$ cat src/sv/fmrc_pkg.sv
// ----------------------------------------------------------------------------
// fmrc_pkg
// Shared types, codes and the CRC-16/MCRF4XX byte step for the frame receiver.
// ----------------------------------------------------------------------------
package fmrc_pkg;

    localparam int MAX_PAYLOAD_DEF = 256;
    localparam logic [7:0]  START_MARKER_RST = 8'hFE;
    localparam logic [15:0] CRC_SEED = 16'hFFFF;

    // result kinds
    localparam logic [1:0] KIND_PAYLOAD  = 2'd0;
    localparam logic [1:0] KIND_GOOD     = 2'd1;
    localparam logic [1:0] KIND_BAD_CRC  = 2'd2;
    localparam logic [1:0] KIND_TOO_LONG = 2'd3;

    // input beat modes
    localparam logic MODE_BYTE    = 1'b0;
    localparam logic MODE_RELEASE = 1'b1;

    typedef struct packed {
        logic [1:0]  kind;
        logic [7:0]  payload_byte;
        logic [7:0]  payload_index;
        logic [15:0] frame_length;
        logic [7:0]  heartbeat;
        logic [7:0]  system_id;
        logic [7:0]  component_id;
        logic [7:0]  message_id;
        logic [15:0] computed_crc;
        logic        frame_end;
    } result_t;

    // reflected poly 0x1021, one byte per call
    function automatic logic [15:0] crc_step(input logic [15:0] crc, input logic [7:0] b);
        logic [7:0] t;
        begin
            t = b ^ crc[7:0];
            t = t ^ {t[3:0], 4'b0000};
            crc_step = {8'h00, crc[15:8]} ^ {t, 8'h00} ^ {5'b00000, t, 3'b000}
                       ^ {12'h000, t[7:4]};
        end
    endfunction

endpackage

$ cat src/sv/framed_message_receiver_crc16_unit.sv
// ----------------------------------------------------------------------------
// framed_message_receiver_crc16_unit
// Byte-stream frame parser with CRC-16/MCRF4XX check and payload streaming.
// ----------------------------------------------------------------------------
// Feed received bytes on the slave stream (tuser = 0) one beat each. The unit
// hunts for the start marker, then reads a big-endian 16-bit length, the
// heartbeat, system, component and message id bytes, the payload and a
// CRC sent low byte first. Each payload byte comes out as a kind-0 beat; the
// frame closes with a good, bad-CRC or too-long beat with tlast set. After a
// good frame the parser ignores bytes until a release beat (tuser = 1) is
// sent. Beats are taken back to back, one per cycle, while the single output
// register can take a result: parse step and CRC byte update sit between the
// parse state and that register, and a beat is accepted whenever it is empty
// or being drained in the same cycle. A result appears on the master side the
// cycle after its beat. The user writes the start marker (reset 0xFE) through
// cfg_we/cfg_wdata only while the stream is idle; the unit does not check it.
// ----------------------------------------------------------------------------
module framed_message_receiver_crc16_unit #(
    parameter int MAX_PAYLOAD = fmrc_pkg::MAX_PAYLOAD_DEF
) (
    input  logic        clk,
    input  logic        rst_n,
    // configuration
    input  logic        cfg_we,
    input  logic [7:0]  cfg_wdata,   // start_marker
    // slave stream
    input  logic        s_tvalid,
    output logic        s_tready,
    input  logic [7:0]  s_tdata,     // [7:0] rx_byte
    input  logic        s_tuser,     // [0] mode
    // master stream
    output logic        m_tvalid,
    input  logic        m_tready,
    // [7:0] payload_byte, [15:8] payload_index, [31:16] frame_length,
    // [39:32] heartbeat, [47:40] system_id, [55:48] component_id,
    // [63:56] message_id, [79:64] computed_crc
    output logic [79:0] m_tdata,
    output logic [1:0]  m_tuser,     // [1:0] kind
    output logic        m_tlast      // frame_end
);
    import fmrc_pkg::*;

    logic [7:0] marker_reg;
    logic       accept;
    logic       res_valid;
    result_t    res;
    result_t    out_reg;
    logic       out_valid_reg;

    // start marker register
    always_ff @(posedge clk or negedge rst_n)
    begin
        if (!rst_n)
            marker_reg <= START_MARKER_RST;
        else if (cfg_we)
            marker_reg <= cfg_wdata;
    end

    // take a beat when the output slot is free or freeing this cycle
    assign s_tready = !out_valid_reg || m_tready;
    assign accept   = s_tvalid && s_tready;

    fmrc_parser #(
        .MAX_PAYLOAD (MAX_PAYLOAD)
    ) u_parser (
        .clk          (clk),
        .rst_n        (rst_n),
        .accept       (accept),
        .mode         (s_tuser),
        .rx_byte      (s_tdata),
        .start_marker (marker_reg),
        .res_valid    (res_valid),
        .res          (res)
    );

    // output register
    always_ff @(posedge clk or negedge rst_n)
    begin
        if (!rst_n)
            out_valid_reg <= 1'b0;
        else if (accept && res_valid)
            out_valid_reg <= 1'b1;
        else if (m_tready)
            out_valid_reg <= 1'b0;
    end

    always_ff @(posedge clk)
    begin
        if (accept && res_valid)
            out_reg <= res;
    end

    assign m_tvalid = out_valid_reg;
    assign m_tuser  = out_reg.kind;
    assign m_tlast  = out_reg.frame_end;
    assign m_tdata  = {out_reg.computed_crc, out_reg.message_id, out_reg.component_id,
                       out_reg.system_id, out_reg.heartbeat, out_reg.frame_length,
                       out_reg.payload_index, out_reg.payload_byte};

endmodule

$ cat src/sv/fmrc_parser.sv
// ----------------------------------------------------------------------------
// fmrc_parser
// Frame parse state, CRC accumulation and per-beat result generation.
// ----------------------------------------------------------------------------
module fmrc_parser #(
    parameter int MAX_PAYLOAD = fmrc_pkg::MAX_PAYLOAD_DEF
) (
    input  logic              clk,
    input  logic              rst_n,
    input  logic              accept,
    input  logic              mode,
    input  logic [7:0]        rx_byte,
    input  logic [7:0]        start_marker,
    output logic              res_valid,
    output fmrc_pkg::result_t res
);
    import fmrc_pkg::*;

    localparam logic [3:0] PH_HUNT   = 4'd0;
    localparam logic [3:0] PH_LEN_HI = 4'd1;
    localparam logic [3:0] PH_LEN_LO = 4'd2;
    localparam logic [3:0] PH_HEART  = 4'd3;
    localparam logic [3:0] PH_SYS    = 4'd4;
    localparam logic [3:0] PH_COMP   = 4'd5;
    localparam logic [3:0] PH_MSG    = 4'd6;
    localparam logic [3:0] PH_DATA   = 4'd7;
    localparam logic [3:0] PH_CRC_LO = 4'd8;
    localparam logic [3:0] PH_CRC_HI = 4'd9;

    localparam logic [16:0] MAX_LEN = 17'(MAX_PAYLOAD);

    logic [3:0]  phase_reg, phase_next;
    logic [15:0] len_reg, len_next;
    logic [15:0] cnt_reg, cnt_next;
    logic [7:0]  hb_reg, hb_next;
    logic [7:0]  sys_reg, sys_next;
    logic [7:0]  comp_reg, comp_next;
    logic [7:0]  msg_reg, msg_next;
    logic [7:0]  crc_lo_reg, crc_lo_next;
    logic [15:0] crc_reg, crc_next;
    logic        hold_reg, hold_next;

    logic [15:0] crc_upd;
    logic [15:0] len_full;

    assign crc_upd  = crc_step(crc_reg, rx_byte);
    assign len_full = {len_reg[15:8], rx_byte};

    always_comb
    begin
        phase_next  = phase_reg;
        len_next    = len_reg;
        cnt_next    = cnt_reg;
        hb_next     = hb_reg;
        sys_next    = sys_reg;
        comp_next   = comp_reg;
        msg_next    = msg_reg;
        crc_lo_next = crc_lo_reg;
        crc_next    = crc_reg;
        hold_next   = hold_reg;
        res_valid   = 1'b0;

        res.kind          = KIND_PAYLOAD;
        res.payload_byte  = 8'h00;
        res.payload_index = 8'h00;
        res.frame_length  = len_reg;
        res.heartbeat     = hb_reg;
        res.system_id     = sys_reg;
        res.component_id  = comp_reg;
        res.message_id    = msg_reg;
        res.computed_crc  = 16'h0000;
        res.frame_end     = 1'b0;

        if (mode == MODE_RELEASE)
        begin
            if (hold_reg)
            begin
                hold_next  = 1'b0;
                phase_next = PH_HUNT;
            end
        end
        else if (!hold_reg)
        begin
            case (phase_reg)
                PH_HUNT:
                begin
                    if (rx_byte == start_marker)
                    begin
                        crc_next   = CRC_SEED;
                        phase_next = PH_LEN_HI;
                    end
                end
                PH_LEN_HI:
                begin
                    crc_next   = crc_upd;
                    len_next   = {rx_byte, 8'h00};
                    phase_next = PH_LEN_LO;
                end
                PH_LEN_LO:
                begin
                    crc_next = crc_upd;
                    len_next = len_full;
                    if ({1'b0, len_full} > MAX_LEN)
                    begin
                        phase_next         = PH_HUNT;
                        res_valid          = 1'b1;
                        res.kind           = KIND_TOO_LONG;
                        res.frame_length   = len_full;
                        res.heartbeat      = 8'h00;
                        res.system_id      = 8'h00;
                        res.component_id   = 8'h00;
                        res.message_id     = 8'h00;
                        res.frame_end      = 1'b1;
                    end
                    else
                    begin
                        phase_next = PH_HEART;
                    end
                end
                PH_HEART:
                begin
                    crc_next   = crc_upd;
                    hb_next    = rx_byte;
                    phase_next = PH_SYS;
                end
                PH_SYS:
                begin
                    crc_next   = crc_upd;
                    sys_next   = rx_byte;
                    phase_next = PH_COMP;
                end
                PH_COMP:
                begin
                    crc_next   = crc_upd;
                    comp_next  = rx_byte;
                    phase_next = PH_MSG;
                end
                PH_MSG:
                begin
                    crc_next   = crc_upd;
                    msg_next   = rx_byte;
                    cnt_next   = 16'h0000;
                    phase_next = PH_DATA;
                end
                PH_DATA:
                begin
                    if (cnt_reg < len_reg)
                    begin
                        crc_next          = crc_upd;
                        cnt_next          = cnt_reg + 16'd1;
                        res_valid         = 1'b1;
                        res.kind          = KIND_PAYLOAD;
                        res.payload_byte  = rx_byte;
                        res.payload_index = cnt_reg[7:0];
                    end
                    else
                    begin
                        // zero remaining: this byte is the CRC low byte
                        crc_lo_next = rx_byte;
                        phase_next  = PH_CRC_HI;
                    end
                end
                PH_CRC_LO:
                begin
                    crc_lo_next = rx_byte;
                    phase_next  = PH_CRC_HI;
                end
                PH_CRC_HI:
                begin
                    phase_next       = PH_HUNT;
                    res_valid        = 1'b1;
                    res.computed_crc = crc_reg;
                    res.frame_end    = 1'b1;
                    if (crc_lo_reg == crc_reg[7:0] && rx_byte == crc_reg[15:8])
                    begin
                        hold_next = 1'b1;
                        res.kind  = KIND_GOOD;
                    end
                    else
                    begin
                        res.kind = KIND_BAD_CRC;
                    end
                end
                default:
                begin
                    phase_next = PH_HUNT;
                end
            endcase
        end
    end

    always_ff @(posedge clk or negedge rst_n)
    begin
        if (!rst_n)
        begin
            phase_reg  <= PH_HUNT;
            len_reg    <= 16'h0000;
            cnt_reg    <= 16'h0000;
            hb_reg     <= 8'h00;
            sys_reg    <= 8'h00;
            comp_reg   <= 8'h00;
            msg_reg    <= 8'h00;
            crc_lo_reg <= 8'h00;
            crc_reg    <= CRC_SEED;
            hold_reg   <= 1'b0;
        end
        else if (accept)
        begin
            phase_reg  <= phase_next;
            len_reg    <= len_next;
            cnt_reg    <= cnt_next;
            hb_reg     <= hb_next;
            sys_reg    <= sys_next;
            comp_reg   <= comp_next;
            msg_reg    <= msg_next;
            crc_lo_reg <= crc_lo_next;
            crc_reg    <= crc_next;
            hold_reg   <= hold_next;
        end
    end

endmodule
$ cat config.mk
export PLATFORM = sky130hd
export DESIGN_NAME = framed_message_receiver_crc16_unit
export DESIGN_NICKNAME = d
export VERILOG_FILES = /design/src/sv/fmrc_pkg.sv /design/src/sv/framed_message_receiver_crc16_unit.sv /design/src/sv/fmrc_parser.sv
export SDC_FILE = /design/constraint.sdc
export NUM_CORES = 1
export LEC_CHECK = 0
export ABC_CLOCK_PERIOD_IN_PS = 7900
export BUFFER_PORTS_ARGS = -buffer_cell sky130_fd_sc_hd__buf_4
export CORE_AREA = 2 2 143 131
export CTS_BUF_LIST = sky130_fd_sc_hd__clkbuf_4
export DETAILED_ROUTE_END_ITERATION = 8
export DIE_AREA = 0 0 145 133
export PLACE_DENSITY = 0.69
export RECOVER_POWER = 25
export SYNTH_ARGS = -nofsm -noshare
export SYNTH_HDL_FRONTEND = slang
export SYNTH_SLANG_ARGS = --single-unit
$ cat constraint.sdc
create_clock -name clk -period 7.9 [get_ports clk]
set_clock_uncertainty 0.1 [all_clocks]
set_input_delay 1.58 -clock clk [delete_from_list [all_inputs] [get_ports clk]]
set_output_delay 1.58 -clock clk [all_outputs]
set_load 0.02 [all_outputs]
=== Yosys cells after proc, flatten, opt, wreduce, memory -nomap -nowiden ===
Index checks and enable logic that the tools add are counted.

* Logic and storage cells: 116
* Output and inout port bits: 85
* Input bits: 22
* Register bits: 185

* $lt $le $gt $ge: 2
* Bitwise operators: 11
* Reductions and logical operators: 25
* $add $sub $neg: 1
* Multiplexer cells: 35
* Equality and inequality tests: 19

{| class="wikitable"
|+ Operator list
! cell !! count
|-
| two-way mux 57 bit || 2
|-
| two-way mux 40 bit || 2
|-
| two-way mux 16 bit || 4
|-
| case mux 16 bit (2 select lines) || 2
|-
| case mux 16 bit (3 select lines) || 1
|-
| case mux 4 bit (9 select lines) || 1
|-
| == test 8 bit || 3
|-
| two-way mux 4 bit || 5
|-
| AND reduction 4 bit || 5
|-
| AND reduction 5 bit || 4
|-
| adder 16 x 1 -> 16 bit (second input constant) || 1
|-
| == test 4 x 3 -> 1 bit (second input constant) || 4
|-
| > comparator 16 x 9 -> 1 bit (second input constant) || 1
|-
| less-than comparator 16 bit || 1
|-
| case mux 8 bit (2 select lines) || 1
|-
| bitwise XOR 16 x 11 -> 16 bit || 1
|-
| bitwise XOR 16 x 4 -> 16 bit || 1
|-
| bitwise XOR 8 x 16 -> 16 bit || 1
|-
| bitwise XOR 8 bit || 2
|-
| two-way mux 1 bit || 10
|-
| == test 4 x 2 -> 1 bit (second input constant) || 2
|-
| == test 4 bit (second input constant) || 2
|-
| two-way mux 8 bit || 1
|-
| nonzero test 2 bit || 4
|-
| 20 further kinds || 32
|}

=== Logic depth before layout (Yosys ltp) ===
Gate-level depths: netlist of run 1.

* Word-level depth: 7
* Mapped depth: 10
* Gate-level depth less buffers: 8

=== Modules after synthesis ===
Synthesis of run 1 repeated with hierarchy kept, for this count alone.

* Cell total of the unflattened synthesis: 669
* Area total of the unflattened synthesis: 8540.7 um^2

{| class="wikitable"
|+ Modules (own cells, without submodules)
! module !! sequential area each (um^2) !! area each (um^2) !! cells each !! times used
|-
| fmrc_parser || 2347.3 || 5656.7 || 563 || 1
|-
| framed_message_receiver_crc16_unit || 2726.4 || 2884.0 || 106 || 1
|}

=== Worst setup path after synthesis of run 1 ===
Ideal clock, no wire load.

* Kind: input -> register
* Start point: in m_tready
* End point: reg out_reg (netlist bit m_tdata[0]) (enable)
* Data arrival time: 8.560 ns
* Buffers on the path: 2
* Path slack: -1.421 ns
* Library setup time: 0.661 ns
* Data required time: 7.139 ns
* Stages: 5
* Path through: nand2b_1 clkbuf_1 nand3_1 clkbuf_1 a221oi_1

* Longest elaborated chain between the ends: 3

{| class="wikitable"
|+ RTL lines
! element !! RTL line !! RTL
|-
| start, declared || framed_message_receiver_crc16_unit.sv:33 || <nowiki>input logic m_tready,</nowiki>
|-
| logical OR 1 bit || framed_message_receiver_crc16_unit.sv:60 || <nowiki>assign s_tready = !out_valid_reg || m_tready;</nowiki>
|-
| net s_tready || framed_message_receiver_crc16_unit.sv:28 || <nowiki>output logic s_tready,</nowiki>
|-
| logical AND 1 bit || framed_message_receiver_crc16_unit.sv:61 || <nowiki>assign accept = s_tvalid && s_tready;</nowiki>
|-
| logical AND 1 bit || framed_message_receiver_crc16_unit.sv:89 || <nowiki>if (accept && res_valid)</nowiki>
|-
| end signal, assigned || framed_message_receiver_crc16_unit.sv:90 || <nowiki>out_reg <= res;</nowiki>
|-
| end, declared || framed_message_receiver_crc16_unit.sv:47 || <nowiki>result_t out_reg;</nowiki>
|}

The timed path passes the listed nets, and every way through them passes these cells.
A chain may end at the register's enable or synchronous reset.

=== Worst setup path in the final report of run 1 ===
* Start point: in s_tuser
* End point: reg out_reg (netlist bit m_tdata[32]) (enable)

* Longest elaborated chain between the ends: 2

{| class="wikitable"
|+ RTL lines
! element !! RTL line !! RTL
|-
| start, declared || framed_message_receiver_crc16_unit.sv:30 || <nowiki>input logic s_tuser,</nowiki>
|-
| two-way mux 1 bit || fmrc_parser.sv:74 || <nowiki>if (mode == MODE_RELEASE)</nowiki>
|-
| logical AND 1 bit || framed_message_receiver_crc16_unit.sv:89 ||
|}

No other way between the ends.

==> results_dict.tcl, run 1 <==
set metrics [dict create \
    netSwitchingFraction_pct 31.94 \
    syn2layout_area_growth_pct 14.88 \
    finish.utilization_pct 54.03 \
    layout_common_cells "buf_4 (106), edfxtp_1 (83), dfrtp_1 (79)" \
    cts_buffer_depth 2 \
    seqPwrFrac_pct 55.0 \
    leakagePower_nw 4.098 \
    portBuffers 106 \
    ios 107 \
    cts_tree "built" \
    netlist_area_um2 8436 \
    maxCapViolCount 0 \
    rsz0062_at_grt "no" \
    finalHoldViolCount 0 \
    n_fill_cell 1530 \
    fin_setup_tns_ps 0 \
    cts_root_buf "clkbuf_4" \
    power_density_nw_per_um2 252.4 \
    yosysTopAreaCell "edfxtp_1" \
    drt-total-wl_um 18680 \
    critPathKind "input port to register" \
    syn-num-nets 723 \
    yosys-top-cells-area "edfxtp_1 (30%), dfrtp_1 (23%), mux2_2 (7.2%), dfstp_2 (7.2%), xor2_1 (3.2%)" \
    finalPower_mw 2.446 \
    dieArea_um2 19290 \
    crit_path_end_kind "register" \
    critPathRequiredTime_ps 8040 \
    rows 47 \
    drc 0 \
    synth_seq_cells 185 \
    hold_buffers 0 \
    routed_via_density 5.482 \
    clock_latency_ps 600 \
    path_clk_slew_ps 150 \
    hold_class "register to register" \
    timing.final.ws_setup_ps 3000 \
    largest_reg_flops 80 \
    period_share_pct 62.02 \
    gp_congestion 0.8723 \
    first_global_vias 5695 \
    p_int_mw 1.665 \
    clock.fmax_mhz 204.1 \
    dp_hpwl_um 13050 \
    seq_area_frac_synth_pct 60.15 \
    groute.usage.overall_pct 19.84 \
    antenna_found_initial 1 \
    power.switching_uw 781.3 \
    cts.repair.resized 0 \
    vias 5674 \
    syn_area_per_cell_um2 12.33 \
    place_inst 1002 \
    synth_cell_types 47 \
    pre_cts_ws_ps 2377 \
    wl_per_cell_um 18.05 \
    core-area_um2 17940 \
    status "finished clean" \
    ys.flop_type "edfxtp_1" \
    async_flop_share_pct 55.14 \
    numClockSinks 185 \
    die_w_um 145 \
    pwr-share-comb_pct 24.5 \
    worstMarginPinSlew_ps 1273 \
    maxSlewViolCount 0 \
    yosys_warnings 0 \
    ir_drop_uv 115.4 \
    grt_pass1_wl_um 29970 \
    synth-edff-count 83 \
    drt_iter0_drc 548 \
    htreeDepth 4 \
    initial_utilization_pct 47.03 \
    post_cts_buffers 0 \
    fin_nets 815 \
    syn_inst 684 \
    postPlaceCellArea_um2 9430 \
    fin_crit_ps 4900 \
    final_cells 1035 \
    grt_max_degree 90 \
    dieHeight_um 133 \
    ant_nets 0 \
    drive_above_1_share_pct 28.77 \
    drtPass1Iterations 5 \
    overflow 0 \
    fin_hold_ws_ps 394.1 \
    finalSetupViolations 0 \
    relSlewSlack_pct 15.11 \
    arrival_ps 5040 \
    finalInstanceArea_um2 9691 \
    synth_top_cell_area_share_pct 29.55 \
    cts_made_buffers 17 \
    path_max_fanout 60 \
    final_common_cell "buf_4" \
    startpoint_type "input port" \
    clock_power_share_pct 20.5 \
]
## logic make-up after synthesis
group                      count (synthesis)  share of synthesized area (%)
AOI/OAI and AO/OA                         88                          6.868
buffers and inverters                     58                          2.729
muxes                                     57                          7.742
and+or+nand+nor                          230                          14.91
xor gates and xnor gates                  49                          5.087
DFF                                      185                          60.15
adders and majority gates                 17                          2.521
## cell usage after synthesis (3+ instances only)
| cell | count |
|---|---|
| o211ai_1 | 5 |
| nor2_1 | 17 |
| nor2b_1 | 4 |
| nand2b_1 | 5 |
| dfrtp_1 | 79 |
| or3_1 | 7 |
| mux2_4 | 3 |
| o21a_1 | 3 |
| and2_1 | 32 |
| a22o_1 | 8 |
| o31ai_1 | 8 |
| o21ai_0 | 24 |
| xor2_1 | 31 |
| nand3_1 | 16 |
| mux2_2 | 54 |
| a31oi_1 | 3 |
| nor3_2 | 3 |
| nor3_1 | 5 |
| or4_1 | 16 |
| buf_2 | 4 |
| ha_1 | 17 |
| o22a_1 | 7 |
| edfxtp_1 | 83 |
| a21oi_1 | 22 |
| nor4_1 | 7 |
| clkbuf_1 | 31 |
| dfstp_2 | 23 |
| inv_1 | 22 |
| nand2_1 | 69 |
| and3_1 | 37 |
| xnor2_1 | 18 |
| nand4_1 | 6 |
## power groups by stage
stage / clock [mW] / sequential [mW] / combinational (mW)
floorplan: 0 / 1.31 / 0.485
global placement: 0 / 1.36 / 0.574
detailed placement: 0 / 1.37 / 0.597
CTS: 0.515 / 1.34 / 0.602
global route: 0.554 / 1.37 / 0.669
finish: 0.501 / 1.35 / 0.599
## final timing paths
check | from | to | slack [ps] | cells past startpoint
worst max-delay path | s_tuser | m_tdata[32] | 3000 | 5
worst min-delay path | u_parser.msg_reg[7] | u_parser.msg_reg[7] | 390 | 2
worst max register to register | u_parser.len_reg[11] | m_tdata[32] | 3480 | 8
worst min register to register | u_parser.msg_reg[7] | u_parser.msg_reg[7] | 390 | 2
max in group asynchronous | rst_n | u_parser.msg_reg[4] | 5190 | 2
min in group asynchronous | rst_n | u_parser.cnt_reg[5] | 900 | 1
## critical path, cell delays in order
cell and delay [ps]:
clkbuf_1 150, nor2_1 770, nand3_1 630, a221oi_4 1110, buf_4 760
## per-layer routing
metal	global-route usage (%)	vias to the layer above	wire [um]
met5	0	-	0
met3	5.345	29	1059
met2	33.07	191	9286
met1	25.70	2818	8077
li1	-	2636	-
met4	5.721	0	256
## layout make-up
type | count | area [um2] | area share, %
Sequential cell | 185 | 5074 | 52.36
Multi-Input combinational cell | 441 | 3149 | 32.50
Timing Repair Buffer | 109 | 807.0 | 8.328
Tap cell | 245 | 306.5 | 3.163
Clock inverter | 15 | 141.4 | 1.459
Clock buffer | 17 | 127.6 | 1.317
Inverter | 22 | 82.58 | 0.8522
Antenna cell | 1 | 2.502 | 0.02582
Power figures use the tool's default switching activity.
==> run 2: changes to the inputs <==
- ABC_CLOCK_PERIOD_IN_PS: 7900 -> 4500
- clock period: 7.9 -> 4.5 ns (I/O delays scaled with it)
==> results_dict.tcl, run 2 (same netlist as run 1, synthesis figures left out) <==
set metrics [dict create \
    wl_per_cell_um 18.46 \
    ant_nets 0 \
    hold_class "register to register" \
    r2r-start "u_parser.len_reg[10]" \
    grt_max_degree 62 \
    cp.depth 2 \
    cts_buffer_depth 2 \
    htreeDepth 4 \
    finalInstanceArea_um2 9773 \
    cts_root_buf "clkbuf_4" \
    fin_nets 822 \
    rr_worst_depth 5 \
    crit_slowest_cell "clkbuf_1" \
    power_density_nw_per_um2 442.7 \
    violations "max-capacitance violations, max-slew violations" \
    finish.utilization_pct 54.49 \
    antenna_found_initial 1 \
    die_w_um 145 \
    clock.fmax_mhz 307.3 \
    hold_depth 2 \
    crit_buf_inv 2 \
    post_cts_buffers 0 \
    crit_family "buffers and inverters" \
    status "complete, but fails checks" \
    layout_common_cells "buf_4 (112), edfxtp_1 (83), dfrtp_1 (79)" \
    cts_tree "built" \
    crit_path_start "rst_n" \
    maxSlewViolCount 51 \
    pre_cts_ws_ps 1066 \
    clock_latency_ps 580 \
    fin_setup_tns_ps 0 \
    dieArea_um2 19290 \
    dieHeight_um 133 \
    portBuffers 106 \
    fin_crit_ps 3254 \
    drt_iter0_drc 560 \
    critPathKind "input port to asynchronous set/reset pin" \
    overflow 0 \
    drt-total-wl_um 19240 \
    cts_made_buffers 17 \
    critical_path.cell_chain "clkbuf_1 -> clkbuf_2" \
    syn2layout_area_growth_pct 15.86 \
    drtPass1Iterations 5 \
    arrival_ps 3780 \
    finalHoldViolCount 0 \
    grt_pass1_wl_um 31090 \
    relSlewSlack_pct -80.78 \
    path_clk_slew_ps 140 \
    core-area_um2 17940 \
    numClockSinks 185 \
    drc 0 \
    vias 5658 \
    postPlaceCellArea_um2 9495 \
    ir_drop_uv 195.7 \
    period_share_pct 72.32 \
    dp_hpwl_um 13380 \
    rsz0062_at_grt "no" \
    ios 107 \
    largest_reg_flops 80 \
    hold_buffers 0 \
    rrSetupSlack_ps 1280 \
    gp_congestion 0.8629 \
    cts.repair.resized 0 \
    first_global_vias 5778 \
    crit_path_end_kind "asynchronous set/reset pin" \
    path_max_fanout 50 \
    timing.final.ws_setup_ps 1246 \
    rows 47 \
    finalSetupViolations 0 \
    groute.usage.overall_pct 20.75 \
    leakagePower_nw 4.145 \
    drive_above_1_share_pct 29.65 \
    max_stage_delay_ps 1870 \
    maxCapViolCount 1 \
    critPathRequiredTime_ps 5020 \
    fin_hold_ws_ps 395.7 \
    initial_utilization_pct 47.03 \
    startpoint_type "input port" \
    final_common_cell "buf_4" \
    worstMarginPinSlew_ps 2712 \
    min_from "u_parser.msg_reg[3]" \
    routed_via_density 5.430 \
]
[run 2: cell types whose count changed in the layout (fill, tap and decap cells not counted), sizes merged]
| cell | change |
|---|---|
| buf | +7 |
| clkinv | -1 |
| inv | +1 |
[run 2: layer usage]
layer  up-vias  wire [um]  share of wire, %  global-route usage, %
met3        20        941               4.9                  4.655
met5         -          0                 0                      0
met4         0        246               1.3                  6.271
met1      2806       8540                44                  27.59
met2       164       9511                49                  34.34
li1       2668          -                 -                      -
[run 2: layout make-up]
type | instances | area (um2)
antenna | 1 | 2.502
clock buffer | 17 | 127.6
clock inverter | 15 | 157.7
fill | 1528 | 8163
inverter | 22 | 82.58
multi-input combinational | 441 | 3149
sequential | 185 | 5074
tap | 245 | 306.5
timing repair buffer | 116 | 873.3
[run 2: final timing paths]
path	endpoint
max reg2reg	m_tdata[21]
max	u_parser.cnt_reg[15]
min reg2reg	u_parser.msg_reg[3]
min	u_parser.msg_reg[3]
min in group asynchronous	u_parser.crc_lo_reg[6]
max in group clk	m_tdata[21]
[run 2: worst reg2reg max path, cell delays in order (launching register included)]
cell	delay, ps
dfrtp_1	450
or4_1	520
nor4_1	690
a21oi_1	290
nand2_1	540
mux2_2	420
[run 2: power by group]
part | switching [mW] | total [mW] | internal [mW]
Combinational | 0.515 | 1.05 | 0.531
Sequential | 0.263 | 2.37 | 2.11
Clock | 0.612 | 0.909 | 0.297
[run 2: per-stage QoR]
step | power (mW) | instances
6_report | 4.326 | 1042
5_1_grt | 4.589 | 1042
4_1_cts | 4.359 | 1041
3_5_place_dp | 3.452 | 1009
3_3_place_gp | 3.414 | 1009
2_1_floorplan | 3.143 | 684
==> run 3: changes to the inputs <==
- ABC_CLOCK_PERIOD_IN_PS: 4500 -> 2800
- clock period: 4.5 -> 2.8 ns (I/O delays scaled with it)
==> results_dict.tcl, run 3 (same netlist as run 1, synthesis figures left out) <==
set metrics [dict create \
    finalHoldViolCount 0 \
    routed_via_density 5.402 \
    dp_hpwl_um 13800 \
    path_max_fanout 16 \
    vias 5883 \
    finalSetupViolations 0 \
    arrival_ps 3120 \
    cts_tree "built" \
    drtPass1Iterations 5 \
    power_density_nw_per_um2 718.7 \
    dieHeight_um 133 \
    wl_per_cell_um 17.85 \
    gp_congestion 0.8951 \
    grt_max_degree 71 \
    drt-total-wl_um 19440 \
    drt_iter0_drc 436 \
    numClockSinks 185 \
    maxSlewViolCount 33 \
    overflow 0 \
    fin_nets 869 \
    cts_root_buf "clkbuf_4" \
    rsz0062_at_grt "no" \
    final_common_cell "buf_4" \
    dieArea_um2 19290 \
    grt_pass1_wl_um 31510 \
    fin_setup_tns_ps 0 \
    cts_made_buffers 17 \
    ir_drop_uv 314.6 \
    violations "max-capacitance violations, max-slew violations" \
    fin_hold_ws_ps 59.92 \
    layout_common_cells "buf_4 (151), edfxtp_1 (83), dfrtp_1 (79)" \
    largest_reg_flops 80 \
    drive_above_1_share_pct 32.62 \
    period_share_pct 95.68 \
    fin_crit_ps 2679 \
    portBuffers 106 \
    critPathKind "register to register" \
    startpoint_type "register" \
    cts_buffer_depth 2 \
    syn2layout_area_growth_pct 21.30 \
    relSlewSlack_pct -28.84 \
    antenna_found_initial 1 \
    drc 0 \
    initial_utilization_pct 47.03 \
    rows 47 \
    htreeDepth 4 \
    clock_latency_ps 600 \
    die_w_um 145 \
    worstMarginPinSlew_ps 1933 \
    path_clk_slew_ps 170 \
    maxCapViolCount 1 \
    hold_class "input port to register" \
    ant_nets 0 \
    core-area_um2 17940 \
    critPathRequiredTime_ps 3240 \
    first_global_vias 6071 \
    groute.usage.overall_pct 20.91 \
    leakagePower_nw 4.411 \
    ios 107 \
    status "complete, but fails checks" \
    crit_path_end_kind "register" \
    clock.fmax_mhz 373.3 \
]
-- run 3: cell types whose count changed in the layout (fill, tap and decap cells not counted), sizes merged, moves of 3 or more --
cell,change
clkbuf,+4
inv,+3
buf,+42
clkinvlp,-3
-- run 3: layer usage --
metal  track usage (%)  vias up  share of wire (%)
met1             27.74     2936                 44
li1                  -     2743                  -
met4             5.941        0                1.0
met3             5.586       18                5.9
met2             34.15      186                 49
met5                 0        -                  0
-- run 3: critical path, cell delays in order (launching register included) --
cell and delay, ps:
dfrtp_1 440, ha_1 320, nand4_1 180, nor3_4 170
or4b_4 530, a31oi_4 320, nor4_4 70, buf_12 180
mux2_4 300
-- run 3: where the power goes --
group | switching (mW) | internal, mW | total [mW]
registers | 0.369 | 3.39 | 3.75
logic | 0.979 | 0.990 | 1.97
clock network | 1.04 | 0.588 | 1.63
total | 2.39 | 4.96 | 7.35
-- run 3: stage by stage --
stage / setup slack, ps / cell area, um2 / power [mW] / util [%] / std cells
after floorplan: -1265 / 8483 / 5.080 / - / 684
after global placement: 138.7 / 9864 / 5.677 / 55.00 / 1050
after detailed placement: 49.28 / 9864 / 5.759 / 55.00 / 1050
after CTS: 17.53 / 10200 / 7.388 / 56.86 / 1083
after global routing: 8.131 / 10230 / 7.763 / 57.05 / 1089
final: 121.0 / 10230 / 7.354 / 57.05 / 1089
-- run 3: final cells by class --
| cell class | instances | area [um2] |
|---|---|---|
| Antenna cell | 1 | 2.502 |
| Clock buffer | 17 | 127.6 |
| Clock inverter | 15 | 196.4 |
| Fill cell | 1440 | 7704 |
| Inverter | 22 | 82.58 |
| Multi-Input combinational cell | 441 | 3194 |
| Sequential cell | 185 | 5074 |
| Tap cell | 245 | 306.5 |
| Timing Repair Buffer | 163 | 1249 |
-- run 3: worst paths after layout --
kind                       depth (start not counted)  slack [ps]                   end            startpoint
hold / removal                                     2          60     u_parser.hold_reg              s_tvalid
hold reg to reg                                    2         390   u_parser.msg_reg[3]   u_parser.msg_reg[3]
setup / recovery                                   8         120  u_parser.crc_reg[11]  u_parser.cnt_reg[14]
min in group asynchronous                          2         920  u_parser.len_reg[10]                 rst_n
max in group asynchronous                          3         370  u_parser.crc_reg[11]                 rst_n
setup reg to reg                                   8         120  u_parser.crc_reg[11]  u_parser.cnt_reg[14]
-- run 3: what timing repair did --
item	CTS	global route
hold endpoints to repair	32	0
gates resized for setup	0	4
endpoints found under the setup margin	0	99
setup buffers	0	5
hold buffers	1	0
